**src/hw/rtl/yuv420_block_binarize_macros.svh**
```systemverilog
// assertion macros for the block binarizer
// no dependencies
`ifndef YUV420_BLOCK_BINARIZE_MACROS_SVH
`define YUV420_BLOCK_BINARIZE_MACROS_SVH
`ifndef SYNTHESIS
`define YBB_ASSERT(label, clk, rst_n, prop) \
  label: assert property (@(posedge clk) disable iff (!rst_n) prop) else $error("assertion failed");
`define YBB_ASSERT_RST(label, clk, prop) \
  label: assert property (@(posedge clk) prop) else $error("assertion failed");
`else
`define YBB_ASSERT(label, clk, rst_n, prop)
`define YBB_ASSERT_RST(label, clk, prop)
`endif
`endif

```
**src/hw/rtl/ybb_pkg.sv**
```systemverilog
// package for the yuv 4:2:0 block binarizer: widths, constants, helpers
// no dependencies
package ybb_pkg;
  localparam int unsigned MAX_DIM_DEF = 4096;
  localparam int unsigned CFG_W = 13;
  localparam int unsigned IDX_W = 3;
  localparam logic [IDX_W-1:0] REG_EN     = 3'd0;
  localparam logic [IDX_W-1:0] REG_LEFT   = 3'd1;
  localparam logic [IDX_W-1:0] REG_TOP    = 3'd2;
  localparam logic [IDX_W-1:0] REG_RIGHT  = 3'd3;
  localparam logic [IDX_W-1:0] REG_BOTTOM = 3'd4;
  localparam logic [IDX_W-1:0] REG_FW     = 3'd5;
  localparam logic [IDX_W-1:0] REG_FH     = 3'd6;
  localparam logic [7:0] LUMA_WHITE = 8'd235;
  localparam logic [7:0] LUMA_BLACK = 8'd16;

  // per-block geometry flags
  typedef struct packed {
    logic [3:0] in_frame;
    logic [3:0] in_region;
    logic       touches;
  } geom_t;

  // floor(v/256) then clip to 0..255, v signed
  function automatic logic [7:0] clip_shr8(input logic signed [21:0] v);
    logic signed [13:0] s;
    s = 14'(v >>> 8);
    if (s < 0) clip_shr8 = 8'd0;
    else if (s > 14'sd255) clip_shr8 = 8'd255;
    else clip_shr8 = s[7:0];
  endfunction

  function automatic logic [7:0] clip_shr8_off(input logic signed [21:0] v);
    logic signed [14:0] s;
    s = 15'(v >>> 8) + 15'sd128;
    if (s < 0) clip_shr8_off = 8'd0;
    else if (s > 15'sd255) clip_shr8_off = 8'd255;
    else clip_shr8_off = s[7:0];
  endfunction
endpackage

```
**src/hw/rtl/yuv420_block_binarize.sv**
```systemverilog
// top level of the yuv 4:2:0 block binarizer
// depends on ybb_pkg, ybb_pixel, ybb_geom and the macros header
//
// Takes one 2x2 luma block with its shared U/V per transaction and returns one
// result per transaction. Fully pipelined: one block per cycle sustained when
// out_ready holds. Stages to the output register: rgb products, rgb clip,
// threshold, channel sums, chroma products, chroma clip. Any downstream stall
// freezes the whole pipe; nothing is lost or repeated. No state between blocks.
`include "yuv420_block_binarize_macros.svh"
module yuv420_block_binarize #(
  parameter int unsigned MAX_DIM = ybb_pkg::MAX_DIM_DEF
) (
  input  logic        clk,
  input  logic        rst_n,
  input  logic        cfg_we,
  input  logic [2:0]  cfg_index,
  input  logic [12:0] cfg_data,
  input  logic        in_valid,
  output logic        in_ready,
  input  logic [10:0] in_block_col,
  input  logic [10:0] in_block_row,
  input  logic [7:0]  in_luma_top_left,
  input  logic [7:0]  in_luma_top_right,
  input  logic [7:0]  in_luma_bottom_left,
  input  logic [7:0]  in_luma_bottom_right,
  input  logic [7:0]  in_chroma_u_in,
  input  logic [7:0]  in_chroma_v_in,
  output logic        out_valid,
  input  logic        out_ready,
  output logic [7:0]  out_luma_out_top_left,
  output logic [7:0]  out_luma_out_top_right,
  output logic [7:0]  out_luma_out_bottom_left,
  output logic [7:0]  out_luma_out_bottom_right,
  output logic [7:0]  out_chroma_u_out,
  output logic [7:0]  out_chroma_v_out,
  output logic [3:0]  out_inside_mask
);
  localparam int NS = 6;

  // configuration registers
  logic        reg_en_r;
  logic [12:0] left_r, top_r, right_r, bottom_r, fw_r, fh_r;

  always_ff @(posedge clk) begin
    if (!rst_n) begin
      reg_en_r <= 1'b0;
      left_r <= '0; top_r <= '0; right_r <= '0; bottom_r <= '0;
      fw_r <= 13'd4096; fh_r <= 13'd4096;
    end else if (cfg_we) begin
      unique case (cfg_index)
        ybb_pkg::REG_EN:     reg_en_r <= cfg_data[0];
        ybb_pkg::REG_LEFT:   left_r   <= cfg_data;
        ybb_pkg::REG_TOP:    top_r    <= cfg_data;
        ybb_pkg::REG_RIGHT:  right_r  <= cfg_data;
        ybb_pkg::REG_BOTTOM: bottom_r <= cfg_data;
        ybb_pkg::REG_FW:     fw_r     <= cfg_data;
        ybb_pkg::REG_FH:     fh_r     <= cfg_data;
        default: ;
      endcase
    end
  end

  // pipeline valid bits; whole pipe advances when the output can move
  logic [NS-1:0] vld_r;
  logic          adv;
  assign adv = !vld_r[NS-1] || out_ready;
  assign in_ready = adv;
  assign out_valid = vld_r[NS-1];

  always_ff @(posedge clk) begin
    if (!rst_n) vld_r <= '0;
    else if (adv) vld_r <= {vld_r[NS-2:0], in_valid};
  end

  logic [7:0] luma_in [4];
  assign luma_in[0] = in_luma_top_left;
  assign luma_in[1] = in_luma_top_right;
  assign luma_in[2] = in_luma_bottom_left;
  assign luma_in[3] = in_luma_bottom_right;

  // lanes: rgb ready after stage 2, threshold after stage 3
  logic [7:0] r_w [4], g_w [4], b_w [4];
  logic [3:0] white_w;
  for (genvar i = 0; i < 4; i++) begin : g_lane
    ybb_pixel u_pix (
      .clk(clk), .en0(adv), .en1(adv), .en2(adv),
      .luma(luma_in[i]), .u(in_chroma_u_in), .v(in_chroma_v_in),
      .r_o(r_w[i]), .g_o(g_w[i]), .b_o(b_w[i]), .white_o(white_w[i])
    );
  end

  // geometry computed in stage 1, then delayed alongside
  ybb_pkg::geom_t geom1, geom2_r, geom3_r;
  ybb_geom #(.MAX_DIM(MAX_DIM)) u_geom (
    .clk(clk), .en(adv), .block_col(in_block_col), .block_row(in_block_row),
    .reg_en(reg_en_r), .left(left_r), .top(top_r), .right(right_r),
    .bottom(bottom_r), .fw(fw_r), .fh(fh_r), .geom_o(geom1)
  );

  // payload delay line for luma and chroma pass-through
  logic [7:0] luma_d_r [NS-1][4];
  logic [7:0] u_d_r [NS-1];
  logic [7:0] v_d_r [NS-1];
  always_ff @(posedge clk) begin
    if (adv) begin
      luma_d_r[0] <= luma_in;
      u_d_r[0] <= in_chroma_u_in;
      v_d_r[0] <= in_chroma_v_in;
      for (int s = 1; s < NS - 1; s++) begin
        luma_d_r[s] <= luma_d_r[s-1];
        u_d_r[s] <= u_d_r[s-1];
        v_d_r[s] <= v_d_r[s-1];
      end
      geom2_r <= geom1;
      geom3_r <= geom2_r;
    end
  end

  // stage 3: rgb registered again to sit with the threshold
  logic [7:0] r3_r [4], g3_r [4], b3_r [4];
  always_ff @(posedge clk) begin
    if (adv) begin
      r3_r <= r_w; g3_r <= g_w; b3_r <= b_w;
    end
  end

  // stage 4: luma select, channel sums averaged by count (1, 2 or 4 -> shift)
  logic [7:0]  yo4_r [4];
  logic [7:0]  ra4_r, ga4_r, ba4_r;
  logic        rebuild4_r;
  logic [3:0]  mask4_r;
  logic [9:0]  sr, sg, sb;
  logic [2:0]  cnt;
  logic [7:0]  ra, ga, ba;
  logic [7:0]  bwv;
  always_comb begin
    sr = '0; sg = '0; sb = '0; cnt = '0;
    for (int i = 0; i < 4; i++) begin
      bwv = white_w[i] ? 8'd255 : 8'd0;
      if (geom3_r.in_frame[i]) begin
        cnt = cnt + 3'd1;
        sr = sr + 10'(geom3_r.in_region[i] ? bwv : r3_r[i]);
        sg = sg + 10'(geom3_r.in_region[i] ? bwv : g3_r[i]);
        sb = sb + 10'(geom3_r.in_region[i] ? bwv : b3_r[i]);
      end
    end
    // in-frame sets are rectangles so count is 0, 1, 2 or 4
    case (cnt)
      3'd4:    begin ra = sr[9:2]; ga = sg[9:2]; ba = sb[9:2]; end
      3'd2:    begin ra = sr[8:1]; ga = sg[8:1]; ba = sb[8:1]; end
      default: begin ra = sr[7:0]; ga = sg[7:0]; ba = sb[7:0]; end
    endcase
  end

  always_ff @(posedge clk) begin
    if (adv) begin
      for (int i = 0; i < 4; i++) begin
        yo4_r[i] <= (geom3_r.in_frame[i] && geom3_r.in_region[i])
          ? (white_w[i] ? ybb_pkg::LUMA_WHITE : ybb_pkg::LUMA_BLACK) : luma_d_r[2][i];
      end
      ra4_r <= ra; ga4_r <= ga; ba4_r <= ba;
      rebuild4_r <= geom3_r.touches && (cnt != 3'd0);
      mask4_r <= geom3_r.in_frame;
    end
  end

  // stage 5: chroma products
  logic signed [21:0] pu5_r, pv5_r;
  logic [7:0]  yo5_r [4];
  logic        rebuild5_r;
  logic [3:0]  mask5_r;
  logic signed [21:0] ra_s, ga_s, ba_s;
  assign ra_s = 22'(ra4_r);
  assign ga_s = 22'(ga4_r);
  assign ba_s = 22'(ba4_r);
  always_ff @(posedge clk) begin
    if (adv) begin
      pu5_r <= -22'sd38 * ra_s - 22'sd74 * ga_s + 22'sd112 * ba_s + 22'sd128;
      pv5_r <= 22'sd112 * ra_s - 22'sd94 * ga_s - 22'sd18 * ba_s + 22'sd128;
      yo5_r <= yo4_r;
      rebuild5_r <= rebuild4_r;
      mask5_r <= mask4_r;
    end
  end

  // stage 6: clip and output register
  logic [7:0] uo_r, vo_r, yo6_r [4];
  logic [3:0] mask6_r;
  always_ff @(posedge clk) begin
    if (adv) begin
      uo_r <= rebuild5_r ? ybb_pkg::clip_shr8_off(pu5_r) : u_d_r[4];
      vo_r <= rebuild5_r ? ybb_pkg::clip_shr8_off(pv5_r) : v_d_r[4];
      yo6_r <= yo5_r;
      mask6_r <= mask5_r;
    end
  end

  assign out_luma_out_top_left     = yo6_r[0];
  assign out_luma_out_top_right    = yo6_r[1];
  assign out_luma_out_bottom_left  = yo6_r[2];
  assign out_luma_out_bottom_right = yo6_r[3];
  assign out_chroma_u_out = uo_r;
  assign out_chroma_v_out = vo_r;
  assign out_inside_mask  = mask6_r;

  `YBB_ASSERT(a_stall_holds, clk, rst_n, out_valid && !out_ready |=> out_valid)
  `YBB_ASSERT(a_ready_when_empty, clk, rst_n, !out_valid |-> in_ready)
  `YBB_ASSERT(a_fill, clk, rst_n, in_valid && in_ready |=> vld_r[0])
  `YBB_ASSERT_RST(a_reset_empty, clk, !rst_n |=> vld_r == '0)
endmodule

```
**src/hw/rtl/ybb_pixel.sv**
```systemverilog
// one pixel lane: yuv to rgb (two stages) and black/white threshold (one stage)
// depends on ybb_pkg
module ybb_pixel (
  input  logic       clk,
  input  logic       en0,
  input  logic       en1,
  input  logic       en2,
  input  logic [7:0] luma,
  input  logic [7:0] u,
  input  logic [7:0] v,
  output logic [7:0] r_o,
  output logic [7:0] g_o,
  output logic [7:0] b_o,
  output logic       white_o
);
  logic signed [21:0] pr_r, pg_r, pb_r;
  logic [7:0] r_r, g_r, b_r;
  logic signed [9:0] c, d, e;
  logic [19:0] gray;
  logic        white_r;

  assign c = 10'(signed'({2'b0, luma})) - 10'sd16;
  assign d = 10'(signed'({2'b0, u})) - 10'sd128;
  assign e = 10'(signed'({2'b0, v})) - 10'sd128;

  always_ff @(posedge clk) begin
    if (en0) begin
      pr_r <= 22'sd298 * c + 22'sd409 * e + 22'sd128;
      pg_r <= 22'sd298 * c - 22'sd100 * d - 22'sd208 * e + 22'sd128;
      pb_r <= 22'sd298 * c + 22'sd516 * d + 22'sd128;
    end
    if (en1) begin
      r_r <= ybb_pkg::clip_shr8(pr_r);
      g_r <= ybb_pkg::clip_shr8(pg_r);
      b_r <= ybb_pkg::clip_shr8(pb_r);
    end
    if (en2) white_r <= gray >= 20'd127500;
  end

  // rounded gray >= 128  <=>  299r+587g+114b+500 >= 128000
  assign gray = 20'd299 * r_r + 20'd587 * g_r + 20'd114 * b_r;
  assign r_o = r_r;
  assign g_o = g_r;
  assign b_o = b_r;
  assign white_o = white_r;
endmodule

```
**src/hw/rtl/ybb_geom.sv**
```systemverilog
// block geometry: frame and region membership per pixel
// depends on ybb_pkg
module ybb_geom #(
  parameter int unsigned MAX_DIM = ybb_pkg::MAX_DIM_DEF
) (
  input  logic                     clk,
  input  logic                     en,
  input  logic [10:0]              block_col,
  input  logic [10:0]              block_row,
  input  logic                     reg_en,
  input  logic [ybb_pkg::CFG_W-1:0] left,
  input  logic [ybb_pkg::CFG_W-1:0] top,
  input  logic [ybb_pkg::CFG_W-1:0] right,
  input  logic [ybb_pkg::CFG_W-1:0] bottom,
  input  logic [ybb_pkg::CFG_W-1:0] fw,
  input  logic [ybb_pkg::CFG_W-1:0] fh,
  output ybb_pkg::geom_t           geom_o
);
  localparam int unsigned DW = $clog2(MAX_DIM + 1) > 14 ? $clog2(MAX_DIM + 1) : 14;
  logic [DW-1:0] x0, y0, w, h, l, t, rr, bb;
  ybb_pkg::geom_t g, g_r;

  always_comb begin
    x0 = DW'({block_col, 1'b0});
    y0 = DW'({block_row, 1'b0});
    w = (DW'(fw) > DW'(MAX_DIM)) ? DW'(MAX_DIM) : DW'(fw);
    h = (DW'(fh) > DW'(MAX_DIM)) ? DW'(MAX_DIM) : DW'(fh);
    l = DW'(left); t = DW'(top); rr = DW'(right); bb = DW'(bottom);
    for (int i = 0; i < 4; i++) begin
      g.in_frame[i] = (x0 + DW'(i & 1) < w) && (y0 + DW'(i >> 1) < h);
      g.in_region[i] = !reg_en || ((x0 + DW'(i & 1) >= l) && (x0 + DW'(i & 1) < rr)
                       && (y0 + DW'(i >> 1) >= t) && (y0 + DW'(i >> 1) < bb));
    end
    g.touches = !reg_en || ((x0 < rr) && (x0 + DW'(2) > l) && (y0 < bb) && (y0 + DW'(2) > t));
  end

  always_ff @(posedge clk) begin
    if (en) g_r <= g;
  end
  assign geom_o = g_r;
endmodule
```
**config.mk**
```make
export PLATFORM = sky130hd
export DESIGN_NAME = yuv420_block_binarize
export DESIGN_NICKNAME = d
export VERILOG_FILES = /design/src/hw/rtl/ybb_pkg.sv /design/src/hw/rtl/yuv420_block_binarize.sv /design/src/hw/rtl/ybb_pixel.sv /design/src/hw/rtl/ybb_geom.sv
export VERILOG_INCLUDE_DIRS = /design/src /design/src/hw/rtl
export SDC_FILE = /design/constraint.sdc
export NUM_CORES = 2
export LEC_CHECK = 0
export BUFFER_PORTS_ARGS = -buffer_cell sky130_fd_sc_hd__buf_2
export CAP_MARGIN = 15
export CELL_PAD_IN_SITES_DETAIL_PLACEMENT = 1
export CELL_PAD_IN_SITES_GLOBAL_PLACEMENT = 1
export CORE_MARGIN = 2
export CORE_UTILIZATION = 52
export CTS_BUF_LIST = sky130_fd_sc_hd__clkbuf_16
export CTS_CLUSTER_SIZE = 30
export DETAILED_ROUTE_END_ITERATION = 6
export PLACE_DENSITY_LB_ADDON = 0.25
export SYNTH_ARGS = -nofsm -noshare
export SYNTH_HDL_FRONTEND = slang
export SYNTH_SLANG_ARGS = --single-unit
```
**constraint.sdc**
```tcl
create_clock -name clk -period 19.7 [get_ports clk]
set_input_delay 1.97 -clock clk [delete_from_list [all_inputs] [get_ports clk]]
set_output_delay 1.97 -clock clk [all_outputs]
set_load 0.01 [all_outputs]
```
==> run metrics <==
Core Box Area=roughly 0.15 mm²; post-synthesis instance total=7,402; commonest non-fill, non-tap cell in the layout=ha_1; routability-driven placement congestion ratio=~0.9; fin nets=9,714; leading post-synthesis cells by cell area=edfxtp_1, ha_1, fa_1; slowest cell on the critical path=or3b_2; RSZ-0062 raised after global routing=no; type of destination of the critical path=register; number of rows in the core area=approximately 140; deepest level of the CTS H-tree=3; share of synthesized flip-flops with an asynchronous set or reset=0; drt pass-1 iters=6; final count of pins violating max slew=0; Total GRT Usage=0.287; initial core utilization=0.523; Yosys warnings=0; clock-pin slew on the worst setup and hold paths=about 0.060 ns; height of the chip=~390 µm; Critical Path Source Type=primary input; Rel. slew slack=0.183; cts bufs inserted=95; post-synthesis cell type count=89; most frequent cells in the layout=ha_1, inv_1, edfxtp_1; number of sinks handled by clock tree synthesis=roughly 820; post-synthesis average cell area=~10 µm²; number of vias in the routed layout=between 50,000 and 60,000; count of final setup violators=0; number of global-route vias before repair=between 60,000 and 70,000; wire length of the first global-routing pass=between 300 and 400 mm; maximum buffer depth of the clock tree=3; mapped cell area=~0.077 mm²; Max Clock Freq=approximately 0.11 GHz; Tightest Pin Transition=between 1 and 1.5 ns; post-route DRC violation count=0; max capacitance violation total=0; Die X-Extent=389 µm; synthesis-to-finish area growth=8.30%; number of hold buffers added after cts=0; Routed wire per std cell=22.6 µm; data arrival time of the critical path=between 9 and 10 ns; FF+latch count, synth=just over 800; final worst path period need=just under 9 ns; ratio of cells with drive above 1 in the final layout=0.0522; starting DRC count in detailed routing=between 3,000 and 4,000; initial antenna violation count=14; post-cts sizing count=0; DP HPWL=~170 mm; sum of routed wire length over all layers=between 200 and 250 mm; maximum fanout encountered on the critical timing path=5; postcts setup bufs=0; cell mode on critical path=ha_1; root buffer cell=clkbuf_16; cell accounting for the most synthesized area=edfxtp_1; largest net degree at the start of global routing=between 150 and 200; I/O pin total=around 150; TritonCTS clock tree=done; sequential fraction of the synthesis area=0.310; predominant post-synthesis flop cell=edfxtp_1; Final Hold Fails=0; part of the cycle the worst path needs=0.445; Vias/cell=between 5 and 6; residual overflow from global routing=0; area share of the leading cell type in the synthesized netlist=0.288; final worst clock skew=about 0.048 ns; clock insertion delay at the later pin of the skew report=about 0.73 ns; port buffer count=between 100 and 150; floorplan die area=0.151 mm²; largest stage delay on the critical path=0.53 ns; post-route setup TNS=0 ns; result of the run=finished clean; Crit path required time=slightly above 20 ns; number of flops mapped to enable cells by yosys=~740; type of the worst min-delay path=reg2reg; Net Count, Synth=between 9,000 and 10,000; Antenna Nets Post-Route=0; Crit Path Category=in2reg
[critical path, delay by kind of cell]
| kind | cells | cell delay (ns) |
|---|---|---|
| xor+xnor | 1 | 0.44 |
| buf+inv | 7 | 0.78 |
| simple gates | 3 | 0.75 |
| compound gates | 9 | 1.71 |
| fa+ha+maj | 10 | 3.56 |
[through the flow]
stage / utilization / hold slack [ns] / std cells / worst slack [ns] / area, µm²
detailed placement: 0.544 / 0.406 / 9427 / 10.35 / 80200
CTS: 0.566 / 0.403 / 9604 / 11.01 / 83400
finish: 0.566 / 0.408 / 9610 / 10.94 / 83400
floorplan: - / 0.400 / 7402 / 1.26 / 77000
global placement: 0.544 / 0.400 / 9426 / 10.55 / 80200
global route: 0.566 / 0.411 / 9607 / 10.47 / 83400
[path summary, 6_finish.rpt]
check                           cells after the start              startpoint  slack, ns                  endpoint
worst min register to register                      0         luma_d_r[0][29]       0.41           luma_d_r[0][61]
worst max register to register                     26  g_lane[0].u_pix.r_o[5]      11.70   g_lane[0].u_pix.white_o
worst min-delay path                                0         luma_d_r[0][29]       0.41           luma_d_r[0][61]
worst max-delay path                               30  in_luma_bottom_left[4]      10.94  g_lane[2].u_pix.pg_r[19]
[layer usage]
layer / GRT usage / wire length (µm)
met5: 0 / 75
met4: 0.110 / 8700
met3: 0.0332 / 9370
met2: 0.507 / 107000
met1: 0.359 / 91600
[Yosys cell counts, types with 21 or more instances]
| master | number |
|---|---|
| fa_1 | 443 |
| dfxtp_1 | 85 |
| mux2_2 | 21 |
| nor2b_1 | 96 |
| nand2b_1 | 79 |
| o21ai_0 | 210 |
| o211ai_1 | 24 |
| xor2_1 | 132 |
| o21ai_1 | 109 |
| a21oi_1 | 339 |
| and3_1 | 31 |
| edfxtp_1 | 738 |
| xnor2_1 | 291 |
| o21bai_1 | 75 |
| nand4_1 | 25 |
| nor2_1 | 511 |
| nand3_1 | 72 |
| inv_1 | 1232 |
| or3_1 | 27 |
| a31oi_1 | 28 |
| ha_1 | 1584 |
| clkbuf_1 | 67 |
| o22ai_1 | 24 |
| nand2_1 | 356 |
| a21o_1 | 195 |
| o21a_1 | 74 |
| a21boi_1 | 22 |
| a21boi_0 | 93 |
| and2_1 | 22 |
| nor3_1 | 104 |
| a211oi_1 | 24 |
[state kept, by name, indices dropped and copies added (netlist names), 39 cells and up]
register / cells
luma_d_r: 92
g_lane.u_pix.pb_r: 60
v_d_r: 39
g_lane.u_pix.pr_r: 57
g_lane.u_pix.pg_r: 56
u_d_r: 40
[cells by family after synthesis]
logic type | share of synthesized area
fa+ha+maj | 0.373
xor+xnor | 0.0481
flops | 0.310
compound gates | 0.117
simple gates | 0.0825
mux | 0.00569
buf+inv | 0.0644
[cell type report]
| type | instances | area (µm²) |
|---|---|---|
| sequential | 823 | 23900 |
| inverter | 1235 | 4640 |
| multi-input combinational | 5257 | 48200 |
| antenna | 4 | 10.0 |
| clock inverter | 78 | 737 |
| tap | 1930 | 2410 |
| timing repair buffer | 184 | 1040 |
| fill | 15965 | 63900 |
| clock buffer | 99 | 2480 |
Power is left out: the tool's default activity adds up to more than one toggle a clock period on the data nets, which glitch-free logic cannot reach.
